### src/rtl/mkp_pkg.sv
// ----------------------------------------------------------------------------
// Keypad scanner package
// Shared types, state codes, register indexes and the key map.
// ----------------------------------------------------------------------------
package mkp_pkg;

   localparam int unsigned CSR_INDEX_W = 2;
   localparam int unsigned CSR_DATA_W  = 16;

   localparam logic [CSR_INDEX_W-1:0] CSR_SETTLE   = 2'd0;
   localparam logic [CSR_INDEX_W-1:0] CSR_SCAN_GAP = 2'd1;
   localparam logic [CSR_INDEX_W-1:0] CSR_DEBOUNCE = 2'd2;

   localparam logic [1:0] PH_SCAN     = 2'd0;
   localparam logic [1:0] PH_GAP      = 2'd1;
   localparam logic [1:0] PH_DEBOUNCE = 2'd2;

   localparam logic [1:0] PUR_PRESS   = 2'd0;
   localparam logic [1:0] PUR_VERIFY  = 2'd1;
   localparam logic [1:0] PUR_RELEASE = 2'd2;

   localparam int unsigned FIELD_ROWS = 4;
   localparam int unsigned FIELD_COLS = 4;

   localparam logic [15:0] TIMER_MAX = 16'hFFFF;

   typedef struct packed {
      logic [7:0]  settle_ticks;
      logic [15:0] scan_gap_ticks;
      logic [15:0] debounce_ticks;
   } cfg_type;

   typedef struct packed {
      logic [3:0] row_drive;
      logic       key_ready;
      logic [7:0] key_char;
      logic       bounce_seen;
   } rsp_type;

   localparam logic [7:0] KEYMAP [16] = '{
      "1", "2", "3", "A",
      "4", "5", "6", "B",
      "7", "8", "9", "C",
      "*", "0", "#", "D"
   };

   function automatic logic [7:0] key_ascii(input logic [1:0] row, input logic [1:0] col);
      return KEYMAP[{row, col}];
   endfunction

endpackage

### src/rtl/mkp_chan_if.sv
// ----------------------------------------------------------------------------
// Keypad scanner channels
// Valid/ready channels for the tick input and the scan result.
// ----------------------------------------------------------------------------
interface mkp_req_if;
   logic       valid;
   logic       ready;
   logic [3:0] column_levels;

   modport source (output valid, output column_levels, input ready);
   modport sink (input valid, input column_levels, output ready);
endinterface

interface mkp_rsp_if;
   logic       valid;
   logic       ready;
   logic [3:0] row_drive;
   logic       key_ready;
   logic [7:0] key_char;
   logic       bounce_seen;

   modport source (output valid, output row_drive, output key_ready, output key_char,
                   output bounce_seen, input ready);
   modport sink (input valid, input row_drive, input key_ready, input key_char,
                 input bounce_seen, output ready);
endinterface

### src/rtl/mkp_core.sv
// ----------------------------------------------------------------------------
// Keypad scanner core
// Scan, debounce and release state machine, advanced once per tick.
// ----------------------------------------------------------------------------
module mkp_core #(
   parameter int unsigned ROW_COUNT = 4,
   parameter int unsigned COL_COUNT = 4
) (
   input  logic             clock,
   input  logic             reset,
   input  logic             step,
   input  logic [3:0]       column_levels,
   input  mkp_pkg::cfg_type cfg,
   output mkp_pkg::rsp_type result
);

   localparam int unsigned ROW_W   = (ROW_COUNT > 1) ? $clog2(ROW_COUNT) : 1;
   localparam int unsigned COL_LIM = (COL_COUNT < mkp_pkg::FIELD_COLS) ?
                                     COL_COUNT : mkp_pkg::FIELD_COLS;
   localparam logic [ROW_W-1:0] ROW_LAST = ROW_W'(ROW_COUNT - 1);

   logic [1:0]       phase_ff, phase_in;
   logic [1:0]       purpose_ff, purpose_in;
   logic [ROW_W-1:0] scan_row_ff, scan_row_in;
   logic [15:0]      timer_ff, timer_in;
   logic [1:0]       held_row_ff, held_row_in;
   logic [1:0]       held_col_ff, held_col_in;

   logic [15:0]      timer_inc;
   logic [ROW_W-1:0] row_cur;
   logic             hit;
   logic [1:0]       hit_col;

   always_comb begin
      hit     = 1'b0;
      hit_col = 2'd0;
      for (int c = mkp_pkg::FIELD_COLS - 1; c >= 0; c--) begin
         if (c < COL_LIM && !column_levels[c]) begin
            hit     = 1'b1;
            hit_col = 2'(c);
         end
      end
   end

   always_comb begin
      timer_inc   = (timer_ff == mkp_pkg::TIMER_MAX) ? timer_ff : timer_ff + 16'd1;
      row_cur     = (32'(scan_row_ff) >= ROW_COUNT) ? '0 : scan_row_ff;
      phase_in    = phase_ff;
      purpose_in  = purpose_ff;
      scan_row_in = scan_row_ff;
      timer_in    = timer_inc;
      held_row_in = held_row_ff;
      held_col_in = held_col_ff;
      result      = '0;
      result.row_drive = 4'hF;
      case (phase_ff)
         mkp_pkg::PH_GAP: begin
            if (timer_inc >= cfg.scan_gap_ticks) begin
               phase_in    = mkp_pkg::PH_SCAN;
               scan_row_in = '0;
               timer_in    = '0;
            end
         end
         mkp_pkg::PH_DEBOUNCE: begin
            if (timer_inc >= cfg.debounce_ticks) begin
               if (purpose_ff == mkp_pkg::PUR_RELEASE) begin
                  result.key_ready = 1'b1;
                  result.key_char  = mkp_pkg::key_ascii(held_row_ff, held_col_ff);
                  purpose_in       = mkp_pkg::PUR_PRESS;
               end
               phase_in    = mkp_pkg::PH_SCAN;
               scan_row_in = '0;
               timer_in    = '0;
            end
         end
         default: begin
            phase_in    = mkp_pkg::PH_SCAN;
            scan_row_in = row_cur;
            for (int r = 0; r < mkp_pkg::FIELD_ROWS; r++) begin
               result.row_drive[r] = (32'(row_cur) != r);
            end
            if (timer_inc >= {8'd0, cfg.settle_ticks}) begin
               if (!hit && row_cur != ROW_LAST) begin
                  scan_row_in = row_cur + ROW_W'(1);
                  timer_in    = '0;
               end else begin
                  scan_row_in = '0;
                  timer_in    = '0;
                  case (purpose_ff)
                     mkp_pkg::PUR_VERIFY: begin
                        if (hit && 32'(row_cur) == 32'(held_row_ff) &&
                            hit_col == held_col_ff) begin
                           purpose_in = mkp_pkg::PUR_RELEASE;
                        end else begin
                           result.bounce_seen = 1'b1;
                           purpose_in         = mkp_pkg::PUR_PRESS;
                        end
                     end
                     mkp_pkg::PUR_RELEASE: begin
                        if (hit) begin
                           if (cfg.scan_gap_ticks != '0) begin
                              phase_in = mkp_pkg::PH_GAP;
                           end
                        end else if (cfg.debounce_ticks != '0) begin
                           phase_in = mkp_pkg::PH_DEBOUNCE;
                        end else begin
                           result.key_ready = 1'b1;
                           result.key_char  = mkp_pkg::key_ascii(held_row_ff, held_col_ff);
                           purpose_in       = mkp_pkg::PUR_PRESS;
                        end
                     end
                     default: begin
                        purpose_in = mkp_pkg::PUR_PRESS;
                        if (hit) begin
                           held_row_in = 2'(row_cur);
                           held_col_in = hit_col;
                           purpose_in  = mkp_pkg::PUR_VERIFY;
                           if (cfg.debounce_ticks != '0) begin
                              phase_in = mkp_pkg::PH_DEBOUNCE;
                           end
                        end else if (cfg.scan_gap_ticks != '0) begin
                           phase_in = mkp_pkg::PH_GAP;
                        end
                     end
                  endcase
               end
            end
         end
      endcase
   end

   always_ff @(posedge clock) begin
      if (reset) begin
         phase_ff    <= mkp_pkg::PH_SCAN;
         purpose_ff  <= mkp_pkg::PUR_PRESS;
         scan_row_ff <= '0;
         timer_ff    <= '0;
         held_row_ff <= '0;
         held_col_ff <= '0;
      end else if (step) begin
         phase_ff    <= phase_in;
         purpose_ff  <= purpose_in;
         scan_row_ff <= scan_row_in;
         timer_ff    <= timer_in;
         held_row_ff <= held_row_in;
         held_col_ff <= held_col_in;
      end
   end

endmodule

### src/rtl/matrix_keypad_scanner_debounced.sv
// ----------------------------------------------------------------------------
// Debounced matrix keypad scanner
// Scans the rows, debounces a press and reports the key code on release.
// ----------------------------------------------------------------------------
// Each transaction on req_if is one time tick carrying the sampled column
// levels, and each one yields exactly one transaction on rsp_if with the row
// drive for that tick, a key code on release of a debounced key, or a bounce
// flag when the verify scan fails. One tick is taken every clock cycle while
// rsp_if is not stalled; a tick's result goes from the input register into
// the result register, the state machine in the core being updated once per
// tick between the input register and the result register. The user must
// write the timing registers through the csr_ port only while no tick is in
// flight; the block itself does not enforce this.
module matrix_keypad_scanner_debounced #(
   parameter int unsigned ROW_COUNT = 4,
   parameter int unsigned COL_COUNT = 4
) (
   input  logic                                clock,
   input  logic                                reset,
   mkp_req_if.sink                             req_if,
   mkp_rsp_if.source                           rsp_if,
   input  logic                                csr_wr_en,
   input  logic [mkp_pkg::CSR_INDEX_W-1:0]     csr_index,
   input  logic [mkp_pkg::CSR_DATA_W-1:0]      csr_wdata
);

   mkp_pkg::cfg_type cfg_ff;
   logic             in_valid_ff;
   logic [3:0]       in_cols_ff;
   logic             out_valid_ff;
   mkp_pkg::rsp_type out_ff;
   mkp_pkg::rsp_type step_rsp;
   logic             step;
   logic             req_accept;

   assign step          = in_valid_ff && (!out_valid_ff || rsp_if.ready);
   assign req_if.ready  = !in_valid_ff || step;
   assign req_accept    = req_if.valid && req_if.ready;

   always_ff @(posedge clock) begin
      if (reset) begin
         cfg_ff.settle_ticks   <= 8'd1;
         cfg_ff.scan_gap_ticks <= 16'd20;
         cfg_ff.debounce_ticks <= 16'd50;
      end else if (csr_wr_en) begin
         case (csr_index)
            mkp_pkg::CSR_SETTLE:   cfg_ff.settle_ticks   <= csr_wdata[7:0];
            mkp_pkg::CSR_SCAN_GAP: cfg_ff.scan_gap_ticks <= csr_wdata;
            mkp_pkg::CSR_DEBOUNCE: cfg_ff.debounce_ticks <= csr_wdata;
            default: ;
         endcase
      end
   end

   always_ff @(posedge clock) begin
      if (reset) begin
         in_valid_ff <= 1'b0;
      end else if (req_if.ready) begin
         in_valid_ff <= req_if.valid;
      end
   end

   always_ff @(posedge clock) begin
      if (req_accept) begin
         in_cols_ff <= req_if.column_levels;
      end
   end

   mkp_core #(
      .ROW_COUNT (ROW_COUNT),
      .COL_COUNT (COL_COUNT)
   ) u_core (
      .clock         (clock),
      .reset         (reset),
      .step          (step),
      .column_levels (in_cols_ff),
      .cfg           (cfg_ff),
      .result        (step_rsp)
   );

   always_ff @(posedge clock) begin
      if (reset) begin
         out_valid_ff <= 1'b0;
      end else if (!out_valid_ff || rsp_if.ready) begin
         out_valid_ff <= in_valid_ff;
      end
   end

   always_ff @(posedge clock) begin
      if (step) begin
         out_ff <= step_rsp;
      end
   end

   assign rsp_if.valid       = out_valid_ff;
   assign rsp_if.row_drive   = out_ff.row_drive;
   assign rsp_if.key_ready   = out_ff.key_ready;
   assign rsp_if.key_char    = out_ff.key_char;
   assign rsp_if.bounce_seen = out_ff.bounce_seen;

   assert property (@(posedge clock) disable iff (reset)
      rsp_if.valid |-> !(rsp_if.key_ready && rsp_if.bounce_seen))
      else $error("Key and bounce reported in one transaction.");

   assert property (@(posedge clock) disable iff (reset)
      (rsp_if.valid && !rsp_if.key_ready) |-> (rsp_if.key_char == 8'd0))
      else $error("Key code present without a key.");

   assert property (@(posedge clock) disable iff (reset)
      rsp_if.valid |-> ($countones(~rsp_if.row_drive) <= 1))
      else $error("More than one row driven.");

   assert property (@(posedge clock) disable iff (reset)
      (in_valid_ff && !step) |=> (in_valid_ff && $stable(in_cols_ff)))
      else $error("Stalled input register lost its transaction.");

endmodule

### src/flat_wrapper.sv
// flat-port wrapper written by rule: the top's interface ports become plain ports
module matrix_keypad_scanner_debounced_flat 
#(
   parameter int unsigned ROW_COUNT = 4,
   parameter int unsigned COL_COUNT = 4
)
  (clock, reset, csr_wr_en, csr_index, csr_wdata, req_if_valid, req_if_column_levels, req_if_ready, rsp_if_valid, rsp_if_row_drive, rsp_if_key_ready, rsp_if_key_char, rsp_if_bounce_seen, rsp_if_ready);
  mkp_req_if req_if_i ();
  mkp_rsp_if rsp_if_i ();
  input  logic clock;
  input  logic reset;
  input  logic csr_wr_en;
  input  logic [mkp_pkg::CSR_INDEX_W-1:0] csr_index;
  input  logic [mkp_pkg::CSR_DATA_W-1:0] csr_wdata;
  input wire logic [$bits(req_if_i.valid)-1:0] req_if_valid;
  input wire logic [$bits(req_if_i.column_levels)-1:0] req_if_column_levels;
  output wire logic [$bits(req_if_i.ready)-1:0] req_if_ready;
  output wire logic [$bits(rsp_if_i.valid)-1:0] rsp_if_valid;
  output wire logic [$bits(rsp_if_i.row_drive)-1:0] rsp_if_row_drive;
  output wire logic [$bits(rsp_if_i.key_ready)-1:0] rsp_if_key_ready;
  output wire logic [$bits(rsp_if_i.key_char)-1:0] rsp_if_key_char;
  output wire logic [$bits(rsp_if_i.bounce_seen)-1:0] rsp_if_bounce_seen;
  input wire logic [$bits(rsp_if_i.ready)-1:0] rsp_if_ready;
  assign req_if_i.valid = req_if_valid;
  assign req_if_i.column_levels = req_if_column_levels;
  assign req_if_ready = req_if_i.ready;
  assign rsp_if_valid = rsp_if_i.valid;
  assign rsp_if_row_drive = rsp_if_i.row_drive;
  assign rsp_if_key_ready = rsp_if_i.key_ready;
  assign rsp_if_key_char = rsp_if_i.key_char;
  assign rsp_if_bounce_seen = rsp_if_i.bounce_seen;
  assign rsp_if_i.ready = rsp_if_ready;
  matrix_keypad_scanner_debounced #(.ROW_COUNT(ROW_COUNT), .COL_COUNT(COL_COUNT)) u_core (.clock(clock), .reset(reset), .req_if(req_if_i), .rsp_if(rsp_if_i), .csr_wr_en(csr_wr_en), .csr_index(csr_index), .csr_wdata(csr_wdata));
endmodule
### config.mk
export PLATFORM = sky130hd
export DESIGN_NAME = matrix_keypad_scanner_debounced_flat
export DESIGN_NICKNAME = d
export VERILOG_FILES = /design/src/rtl/mkp_pkg.sv /design/src/rtl/mkp_chan_if.sv /design/src/rtl/mkp_core.sv /design/src/rtl/matrix_keypad_scanner_debounced.sv /design/src/flat_wrapper.sv
export SDC_FILE = /design/constraint.sdc
export NUM_CORES = 1
export LEC_CHECK = 0
export BUFFER_PORTS_ARGS = -buffer_cell sky130_fd_sc_hd__buf_2
export CAP_MARGIN = 20
export CORE_AREA = 5 5 135 86
export CTS_CLUSTER_DIAMETER = 150
export DETAILED_ROUTE_END_ITERATION = 12
export DIE_AREA = 0 0 140 91
export PLACE_DENSITY = 0.73
export SLEW_MARGIN = 0
export SYNTH_ARGS = -nofsm -noshare
export SYNTH_HDL_FRONTEND = slang
export SYNTH_HIERARCHICAL = 1
export SYNTH_SLANG_ARGS = --single-unit
### constraint.sdc
create_clock -name clock -period 10.75 [get_ports clock]
set_clock_uncertainty 0.15 [all_clocks]
set_input_delay 3.225 -clock clock [delete_from_list [all_inputs] [get_ports clock]]
set_output_delay 3.225 -clock clock [all_outputs]
set_load 0.05 [all_outputs]
==> results.py, run 1 <==
metrics = {
    "synthesis": {
        "synth_top_family_by_area": "simple AND/OR/NAND/NOR gates",
        "netlist_area_mm2": 0.00545,
        "ys.flop_type": "dfxtp_1",
        "ys_seq_area_frac": 0.349,
        "async_flop_share": 0,
        "synth_nets": 682,
        "synth-xor-area-share": 0.0289,
        "syn_avg_cell_area_um2": 9.05,
        "netlist-cell-type-count": 60,
        "synth_adder_area_share": 0.122,
        "synth-compound-area-share": 0.118,
        "synth.area.mux_share": 0.0898,
        "synth_edf_count": 18,
        "syn_inst": 602,
        "synth_seq_cells": 86,
        "yosysWarnings": 6,
        "yosys.area_share.simple": 0.230,
    },
    "sta": {
        "final_hold_viol_count": 0,
        "max_freq_mhz": 141,
        "period_needed_ns": 7.10,
        "finalCritPeriodShare": 0.661,
        "rsz0062_at_grt": "no",
        "final_max_slew_viol_count": 0,
        "setup_tns_ns": 0,
        "worst_pin_slew_ns": 0.763,
        "relSlewSlack": 0.489,
        "setup_violations": 0,
        "fin_ws_ns": 3.65,
    },
    "drt": {
        "wl_per_cell_um": 16.4,
        "wl_met3_um": 933,
        "firstDrtPassIters": 5,
        "drcViolationCount": 0,
        "wirelength_mm": 12.7,
        "first_iter_violations": 444,
        "route.met2.wl_mm": 5.25,
        "vias_per_cell": 5.81,
        "top_layer": "met4",
        "vias": 4501,
        "ant_nets": 0,
        "wl_met1_mm": 6.37,
    },
    "critical_path": {
        "r2r-start": "u_core/u_core/timer_ff[0]$_SDFFE_PP0P_",
        "critPathMaxFanout": 3,
        "required_ns": 7.38,
        "crit_type": "in2out",
        "start_kind": "input port",
        "worstPathArrival_ns": 3.73,
        "cp-startpoint": "rsp_if_ready",
        "endpoint_kind": "primary output",
    },
    "layout": {
        "final_common_cell": "dfxtp_1",
        "area_delta_synth_final_pct": 10.8,
        "drive_gt1_frac": 0.116,
        "multi_input_area_mm2": 0.00321,
        "final_area_mm2": 0.00604,
        "diodes": 0,
        "final_cell_mix": "dfxtp_1 (68), nand2b_1 (67), inv_1 (54)",
        "seqCellArea_mm2": 0.00190,
        "fin_util": 0.590,
        "fillCellCount": 911,
        "nets": 711,
    },
    "global_route": {
        "grt_max_degree": 90,
        "grt_pass1_wl_mm": 21.0,
        "antenna_found_initial": 0,
        "globalRouteOverflowTotal": 0,
        "first_global_vias": 4255,
        "track_usage": 0.202,
    },
    "cts": {
        "cts_buffer_depth": 2,
        "post_cts_buffers": 0,
        "ctsResizeCount": 0,
        "clock_latency_ns": 0.35,
        "cts_num_sinks": 86,
        "cts_tree": "built",
        "htree_levels": 3,
        "numCtsBuffers": 9,
        "path_clk_slew_ns": 0.06,
        "cts_root_buf": "clkbuf_16",
        "cts-hold-fix-buffers": 0,
    },
    "floorplanning": {
        "io_pins": 43,
        "num_rows": 29,
        "core_area_mm2": 0.0102,
        "die_w_um": 140,
        "start_util": 0.532,
        "die_height_um": 91,
        "dieArea_mm2": 0.0127,
    },
    "hold_path": {
        "hp-start": "u_core/in_valid_ff$_SDFFE_PP0P_",
        "holdCritPathClass": "reg2reg",
    },
    "place": {
        "post_dp_cell_area_mm2": 0.00572,
        "dp_hpwl_mm": 9.40,
        "io_buffers": 42,
        "dp_slack_ns": 3.66,
        "gp_congestion": 0.856,
    },
    "pwr": {
        "combPwrFrac": 0.114,
        "seqPwrFrac": 0.449,
        "pwr-share-clk": 0.437,
        "swShare": 0.254,
        "switching_power_uw": 197,
        "ir_drop_mv": 0.0982,
        "p_int_uw": 577,
        "power_leakage_uw": 0.00250,
        "p_per_area_mw_per_mm2": 128,
    },
    "outcome": {
        "outcome": "complete, no violations",
    },
    "job": {
        "drv_cap": 0,
    },
}
routing by layer:
layer | GRT usage | up-vias
li1 | - | 2191
met1 | 0.294 | 2153
met2 | 0.295 | 140
met3 | 0.0530 | 17
met4 | 0.0605 | 0
met5 | 0 | -
kinds of logic (layout without fill, tap and decap cells):
kind of cell,Yosys count,count (layout)
and+or+nand+nor,217,217
AOI/OAI and AO/OA,99,99
DFF,86,86
buffers and inverters,80,114
adders and majority gates,53,53
muxes,48,48
xor gates and xnor gates,18,18
other,1,1
state kept, by name (all words and copies together), names as in the netlist:
register and cells:
u_core/u_core/held_col_ff 2, u_core/u_core/purpose_ff 2, u_core/u_core/row_cur 2, u_core/rsp_if.key_char 8
u_core/u_core/held_row_ff 2, u_core/in_cols_ff 4, u_core/rsp_if.key_ready 1, u_core/rsp_if.valid 1
u_core/in_valid_ff 1, u_core/rsp_if.bounce_seen 1, u_core/u_core/timer_ff 16, u_core/u_core/phase_ff 2
u_core/cfg_ff 40, u_core/rsp_if.row_drive 4
cell type report:
| type | count | area share |
|---|---|---|
| multi-input cells | 436 | 0.532 |
| clock buffers | 9 | 0.0373 |
| flip-flops and latches | 86 | 0.315 |
| inverters | 54 | 0.0336 |
| well taps | 139 | 0.0288 |
| clock inverters | 7 | 0.0160 |
| repair buffers | 44 | 0.0373 |
metrics by stage:
step | instances | hold WS (ns) | power, µW
after floorplan | 602 | 0.284 | 417
after global placement | 759 | 0.292 | 437
after detailed placement | 759 | 0.314 | 440
after CTS | 775 | 0.321 | 779
after global routing | 775 | 0.349 | 803
final | 775 | 0.320 | 774
power groups by stage:
stage / Combinational [µW] / Sequential [µW] / Clock (µW)
after global routing: 96.9 / 348 / 358
final: 88.4 / 347 / 338
after floorplan: 58.9 / 358 / 0
after detailed placement: 86.2 / 354 / 0
after global placement: 83.1 / 354 / 0
after CTS: 87.1 / 347 / 345
cell usage after synthesis (3+ instances only):
cell | count | area, µm²
inv_1 | 54 | 203
and3_1 | 6 | 37.5
nand3b_1 | 5 | 37.5
o21ai_0 | 17 | 85.1
nor4_1 | 10 | 62.6
nor2_1 | 23 | 86.3
ha_1 | 53 | 663
nand2b_1 | 67 | 419
or3_1 | 4 | 25.0
o211ai_1 | 3 | 22.5
nor3b_1 | 3 | 22.5
clkbuf_1 | 13 | 48.8
buf_2 | 5 | 25.0
o21a_1 | 5 | 37.5
mux2_2 | 3 | 33.8
dfxtp_1 | 68 | 1360
xnor2_1 | 6 | 52.6
a211o_1 | 4 | 35.0
a21oi_1 | 40 | 200
and4_1 | 4 | 35.0
a211oi_1 | 8 | 60.1
edfxtp_1 | 18 | 541
nand4_1 | 21 | 131
a41oi_1 | 5 | 43.8
nand2_1 | 34 | 128
and2_1 | 4 | 25.0
nor3_1 | 11 | 55.1
buf_4 | 6 | 45.0
nor4b_1 | 3 | 26.3
xor2_1 | 12 | 105
nand3_1 | 7 | 35.0
mux2i_1 | 44 | 440
worst max-delay path, stage by stage:
cell,delay (ns)
buf_2,0.10
nand3b_1,0.17
buf_2,0.23
final timing paths:
kind | endpoint | slack (ns) | depth (start not counted)
max | req_if_ready | 3.65 | 3
min | u_core/rsp_if.valid$_SDFFE_PP0P_ | 0.32 | 2
max reg2reg | u_core/u_core/timer_ff[9]$_SDFFE_PP0P_ | 5.56 | 17
min reg2reg | u_core/rsp_if.valid$_SDFFE_PP0P_ | 0.32 | 2
(Power assumes the default switching activity.)
==> inputs of run 2 (changes only) <==
--- a/config.mk
+++ b/config.mk
@@ -5,13 +5,14 @@
 export SDC_FILE = /design/constraint.sdc
 export NUM_CORES = 1
 export LEC_CHECK = 0
+export ABC_AREA = 1
 export BUFFER_PORTS_ARGS = -buffer_cell sky130_fd_sc_hd__buf_2
 export CAP_MARGIN = 20
-export CORE_AREA = 5 5 135 86
+export CORE_AREA = 5 5 137 87
 export CTS_CLUSTER_DIAMETER = 150
 export DETAILED_ROUTE_END_ITERATION = 12
-export DIE_AREA = 0 0 140 91
-export PLACE_DENSITY = 0.73
+export DIE_AREA = 0 0 142 92
+export PLACE_DENSITY = 0.75
 export SLEW_MARGIN = 0
 export SYNTH_ARGS = -nofsm -noshare
 export SYNTH_HDL_FRONTEND = slang
==> constraint.sdc (replaced) <==
create_clock -name clock -period 5.8 [get_ports clock]
set_clock_uncertainty 0.15 [all_clocks]
set_input_delay 1.74 -clock clock [delete_from_list [all_inputs] [get_ports clock]]
set_output_delay 1.74 -clock clock [all_outputs]
set_load 0.05 [all_outputs]
==> results.py, run 2 <==
metrics = {
    "cts": {
        "cts-hold-fix-buffers": 0,
        "clock_latency_ns": 0.34,
        "cts_tree": "built",
        "numCtsBuffers": 9,
        "cts_root_buf": "clkbuf_16",
        "htree_levels": 3,
        "ctsResizeCount": 0,
        "post_cts_buffers": 0,
        "path_clk_slew_ns": 0.06,
        "cts_buffer_depth": 2,
        "cts_num_sinks": 86,
    },
    "critical_path": {
        "required_ns": 3.91,
        "endpoint_kind": "primary output",
        "start_kind": "input port",
        "crit_type": "in2out",
        "cp-startpoint": "rsp_if_ready",
        "critPathMaxFanout": 3,
        "r2r-start": "u_core/u_core/timer_ff[0]$_SDFFE_PP0P_",
        "worstPathArrival_ns": 2.31,
    },
    "synthesis": {
        "yosys.area.top_type": "dfxtp_1",
        "ys.flop_type": "dfxtp_1",
        "synth_nets": 867,
        "ys_top_cells_by_area": "dfxtp_1 (24%), nand2_1 (12%), ha_1 (12%), edfxtp_1 (9.7%), inv_1 (9.0%)",
        "netlist_area_mm2": 0.00559,
        "yosysWarnings": 6,
        "async_flop_share": 0,
        "synth_commonest_cells": "nand2_1 (179), inv_1 (134), nor2_1 (99), dfxtp_1 (68), ha_1 (53)",
        "ys_seq_area_frac": 0.340,
        "synth_most_common_cell": "nand2_1",
        "syn_avg_cell_area_um2": 7.11,
        "synth_edf_count": 18,
        "syn_inst": 787,
        "netlist-cell-type-count": 39,
        "synth_seq_cells": 86,
        "synth_top_area_frac": 0.243,
    },
    "layout": {
        "final_area_mm2": 0.00622,
        "drive_gt1_frac": 0.129,
        "instances_no_fill": 963,
        "final_cell_mix": "nand2_1 (179), inv_1 (134), nor2_1 (99)",
        "area_delta_synth_final_pct": 11.2,
        "nets": 899,
        "top_register": "u_core/cfg_ff",
        "final_common_cell": "nand2_1",
        "largest_reg_flops": 40,
        "diodes": 0,
        "fin_util": 0.599,
        "fillCellCount": 954,
    },
    "global_route": {
        "globalRouteOverflowTotal": 0,
        "track_usage": 0.215,
        "first_global_vias": 4677,
        "grt_max_degree": 36,
        "grt_pass1_wl_mm": 22.7,
        "antenna_found_initial": 0,
    },
    "floorplanning": {
        "num_rows": 29,
        "die_w_um": 142,
        "dieArea_mm2": 0.0131,
        "core_area_mm2": 0.0104,
        "start_util": 0.539,
        "io_pins": 43,
        "die_height_um": 92,
    },
    "drt": {
        "wl_met1_mm": 6.57,
        "wl_per_cell_um": 14.1,
        "vias_per_cell": 5.28,
        "top_layer": "met4",
        "first_iter_violations": 536,
        "wl_met3_mm": 1.12,
        "drcViolationCount": 0,
        "wirelength_mm": 13.6,
        "ant_nets": 0,
        "route.met2.wl_mm": 5.71,
        "firstDrtPassIters": 5,
        "vias": 5089,
    },
    "sta": {
        "fin_ws_ns": 1.60,
        "finalCritPeriodShare": 0.724,
        "worst_pin_slew_ns": 1.06,
        "max_freq_mhz": 238,
        "setup_violations": 0,
        "final_hold_viol_count": 0,
        "rsz0062_at_grt": "no",
        "period_needed_ns": 4.20,
        "final_max_slew_viol_count": 0,
        "relSlewSlack": 0.290,
        "setup_tns_ns": 0,
    },
    "hold_path": {
        "hp-start": "u_core/cfg_ff[32]$_SDFFE_PP1P_",
        "holdCritPathClass": "reg2reg",
    },
    "outcome": {
        "outcome": "complete, no violations",
    },
    "place": {
        "gp_congestion": 0.927,
        "post_dp_cell_area_mm2": 0.00589,
        "dp_slack_ns": 1.60,
        "dp_hpwl_mm": 10.3,
        "dpl.cell_count": 946,
        "io_buffers": 42,
    },
    "pwr": {
        "power_leakage_uw": 0.00300,
        "p_int_uw": 1140,
        "combPwrFrac": 0.219,
        "pwr-share-clk": 0.369,
        "p_per_area_mw_per_mm2": 267,
        "ir_drop_mv": 0.198,
        "switching_power_uw": 517,
        "seqPwrFrac": 0.412,
        "swShare": 0.311,
    },
    "job": {
        "drv_cap": 0,
    },
}
## run 2: cell count changes in the layout (fill, tap and decap cells not counted), moves of 6 or more
| cell | previous run | this run |
|---|---|---|
| a211oi_1 | 8 | 1 |
| inv_1 | 54 | 134 |
| mux2i_1 | 44 | 0 |
| nand3_1 | 7 | 35 |
| nor2_1 | 23 | 99 |
| nand4_1 | 21 | 11 |
| and3_1 | 6 | 0 |
| nand2_1 | 34 | 179 |
| nand3_2 | 0 | 14 |
| o21ai_0 | 17 | 34 |
| a21oi_2 | 0 | 10 |
| nand2b_1 | 67 | 0 |
| nand2_2 | 0 | 6 |
## run 2: area by class of cell
type,count,area (µm²),share of cell area
clock buffers,10,229,0.0368
repair buffers,45,256,0.0412
inverters,138,518,0.0833
clock inverters,6,86.3,0.0139
well taps,139,174,0.0280
flip-flops and latches,86,1900,0.306
multi-input cells,539,3050,0.491
## run 2: cells by family (layout without fill, tap and decap cells)
logic type | after synthesis | in the layout | share of synthesized area
and+or+nand+nor | 373 | 373 | 0.303
adders and majority gates | 53 | 53 | 0.119
xor gates and xnor gates | 14 | 14 | 0.0219
AOI/OAI and AO/OA | 98 | 98 | 0.100
buffers and inverters | 162 | 199 | 0.116
other | 1 | 1 | 0.000670
DFF | 86 | 86 | 0.340
## run 2: power groups by stage
stage / combinational, µW / sequential, µW / clock, µW
global placement: 336 / 694 / 0
global route: 411 / 689 / 651
CTS: 361 / 683 / 623
detailed placement: 358 / 696 / 0
floorplan: 264 / 701 / 0
finish: 365 / 684 / 613
## run 2: metrics by stage
step / total power [µW] / hold WS (ns)
4_1_cts: 1670 / 0.321
3_3_place_gp: 1030 / 0.301
3_5_place_dp: 1050 / 0.307
5_1_grt: 1750 / 0.342
2_1_floorplan: 966 / 0.285
6_report: 1660 / 0.317
## run 2: routing by layer
metal | GRT usage | up-vias
li1 | - | 2558
met1 | 0.315 | 2336
met2 | 0.311 | 184
met3 | 0.0499 | 11
met4 | 0.0663 | 0
met5 | 0 | -
## run 2: path summary, 6_finish.rpt
kind                                              end  slack, ns  cells after the start
setup / recovery                         req_if_ready       1.60                      4
hold / removal         u_core/cfg_ff[32]$_SDFFE_PP1P_       0.32                      2
setup reg to reg  u_core/rsp_if.key_char[2]$_DFFE_PP_       1.83                     19
hold reg to reg        u_core/cfg_ff[32]$_SDFFE_PP1P_       0.32                      2
## run 2: worst max-delay path, stage by stage
cell	delay (ns)
buf_2	0.09
inv_1	0.11
nand3_1	0.13
buf_2	0.24
==> inputs of run 3 (changes only) <==
--- a/config.mk
+++ b/config.mk
@@ -12,7 +12,7 @@
 export CTS_CLUSTER_DIAMETER = 150
 export DETAILED_ROUTE_END_ITERATION = 12
 export DIE_AREA = 0 0 142 92
-export PLACE_DENSITY = 0.75
+export PLACE_DENSITY = 0.72
 export SLEW_MARGIN = 0
 export SYNTH_ARGS = -nofsm -noshare
 export SYNTH_HDL_FRONTEND = slang
==> constraint.sdc (replaced) <==
create_clock -name clock -period 3.95 [get_ports clock]
set_clock_uncertainty 0.15 [all_clocks]
set_input_delay 1.185 -clock clock [delete_from_list [all_inputs] [get_ports clock]]
set_output_delay 1.185 -clock clock [all_outputs]
set_load 0.05 [all_outputs]
==> results.py, run 3 (synthesis gave the netlist of run 2 again) <==
metrics = {
    "hold_path": {
        "holdCritPathClass": "reg2reg",
        "worstHoldPathCells": 2,
        "hold_path_end": "u_core/cfg_ff[32]$_SDFFE_PP1P_",
        "hp-start": "u_core/cfg_ff[32]$_SDFFE_PP1P_",
    },
    "cts": {
        "path_clk_slew_ns": 0.07,
        "cts_num_sinks": 86,
        "cts_buffer_depth": 2,
        "cts_tree": "built",
        "htree_levels": 3,
        "clock_latency_ns": 0.35,
        "numCtsBuffers": 9,
        "cts-hold-fix-buffers": 0,
        "cts_root_buf": "clkbuf_16",
    },
    "global_route": {
        "grt_max_degree": 46,
        "first_global_vias": 4494,
        "grt_pass1_wl_mm": 22.2,
        "globalRouteOverflowTotal": 0,
        "antenna_found_initial": 0,
        "track_usage": 0.209,
    },
    "critical_path": {
        "worstPathArrival_ns": 3.58,
        "required_ns": 3.90,
        "crit_buf_inv": 3,
        "critPathMaxFanout": 7,
        "cpPeakStageDelay_ns": 0.39,
        "cp_slowest_cell": "dfxtp_1",
        "r2r_end": "u_core/rsp_if.key_char[5]$_DFFE_PP_",
        "r2r-start": "u_core/u_core/timer_ff[0]$_SDFFE_PP0P_",
        "cp.depth": 19,
        "path_delay_family": "simple AND/OR/NAND/NOR gates",
        "endpoint_kind": "flop",
        "r2r_setup_slack_ns": 0.32,
        "start_kind": "flop",
        "reg2regPathDepth": 19,
        "path_cells": "ha_2, nand3_2, nor2_4, nand2_1, nor2_1, inv_1, nand4_1, xnor2_1, ha_1, a21oi_1, o21ai_0, a21oi_1, nand4_2, nand2_4, inv_2, nand4_1, nand2_1, inv_2, nor2_1",
        "crit_type": "reg2reg",
    },
    "pwr": {
        "power_leakage_uw": 0.00307,
        "finalPower_uw": 2510,
        "ir_drop_mv": 0.235,
        "p_per_area_mw_per_mm2": 398,
    },
    "floorplanning": {
        "io_pins": 43,
        "core_area_mm2": 0.0104,
        "num_rows": 29,
        "die_w_um": 142,
        "start_util": 0.539,
        "die_height_um": 92,
        "dieArea_mm2": 0.0131,
    },
    "layout": {
        "diodes": 0,
        "largest_reg_flops": 40,
        "drive_gt1_frac": 0.144,
        "final_cell_mix": "nand2_1 (179), inv_1 (134), nor2_1 (99)",
        "top_register": "u_core/cfg_ff",
        "final_common_cell": "nand2_1",
        "area_delta_synth_final_pct": 12.7,
        "nets": 909,
        "instances_no_fill": 973,
    },
    "place": {
        "gp_congestion": 0.902,
        "io_buffers": 42,
        "dp_hpwl_mm": 10.0,
        "dpl.cell_count": 949,
    },
    "sta": {
        "rsz0062_at_grt": "no",
        "final_max_slew_viol_count": 0,
        "finalCritPeriodShare": 0.919,
        "worst_pin_slew_ns": 0.632,
        "max_freq_mhz": 275,
        "period_needed_ns": 3.63,
        "final_hold_viol_count": 0,
        "relSlewSlack": 0.578,
        "setup_violations": 0,
        "setup_tns_ns": 0,
    },
    "job": {
        "drv_cap": 0,
    },
    "outcome": {
        "outcome": "complete, no violations",
    },
    "drt": {
        "vias_per_cell": 5.16,
        "wl_per_cell_um": 13.8,
        "first_iter_violations": 386,
        "ant_nets": 0,
        "wirelength_mm": 13.4,
        "vias": 5025,
        "drcViolationCount": 0,
        "firstDrtPassIters": 5,
    },
}
## run 3: cell count changes in the layout (fill, tap and decap cells not counted), sizes merged
cell and change:
clkinvlp -2, clkinv -1, buf +10, inv +4, clkbuf -1
## run 3: stage by stage
| step | cell area, µm² | util | hold WS, ns | worst slack (ns) |
|---|---|---|---|---|
| 2_1_floorplan | 5590 | - | 0.285 | 0.751 |
| 3_3_place_gp | 5900 | 0.568 | 0.304 | 0.446 |
| 3_5_place_dp | 5900 | 0.568 | 0.308 | 0.350 |
| 4_1_cts | 6220 | 0.600 | 0.326 | 0.282 |
| 5_1_grt | 6300 | 0.607 | 0.339 | 0.00662 |
| 6_report | 6300 | 0.607 | 0.323 | 0.318 |
## run 3: how the worst max path moves through the flow
| stage | from | endpoint |
|---|---|---|
| after detailed placement | u_core/u_core/timer_ff[0]$_SDFFE_PP0P_ | u_core/u_core/timer_ff[11]$_SDFFE_PP0P_ |
| after CTS | u_core/u_core/timer_ff[0]$_SDFFE_PP0P_ | u_core/u_core/timer_ff[11]$_SDFFE_PP0P_ |
| after global routing | u_core/u_core/timer_ff[0]$_SDFFE_PP0P_ | u_core/u_core/timer_ff[6]$_SDFFE_PP0P_ |
| after floorplan | rsp_if_ready | u_core/u_core/timer_ff[10]$_SDFFE_PP0P_ |
| after global placement | u_core/u_core/timer_ff[0]$_SDFFE_PP0P_ | u_core/rsp_if.key_char[1]$_DFFE_PP_ |
| final | u_core/u_core/timer_ff[0]$_SDFFE_PP0P_ | u_core/rsp_if.key_char[5]$_DFFE_PP_ |
## run 3: what timing repair did
item | 4_1_cts | 5_1_grt
setup buffers | 0 | 8
endpoints found under the setup margin | 0 | 26
gates resized for setup | 0 | 4
## run 3: tightest hold or removal path, delay by kind of cell (launching register included)
kind             cells  cell delay (ns)
flip-flops           1             0.34
AND/OR/NAND/NOR      2             0.11
## run 3: area by class of cell
cell class | instances | area (µm²)
clock buffer | 9 | 225
fill | 950 | 4070
multi-input combinational | 539 | 3070
tap | 139 | 174
clock inverter | 7 | 103
sequential | 86 | 1900
timing repair buffer | 55 | 308
inverter | 138 | 518
## run 3: where the power goes
group | switching, µW | internal [µW] | total [µW]
sequential | 53.1 | 951 | 1000
combinational | 364 | 199 | 563
clock | 375 | 563 | 938
## run 3: per-layer routing
layer / share of wire / global-route usage
met1: 0.52 / 0.327
met2: 0.40 / 0.279
met3: 0.071 / 0.0520
met4: 0.011 / 0.0543
met5: 0 / 0
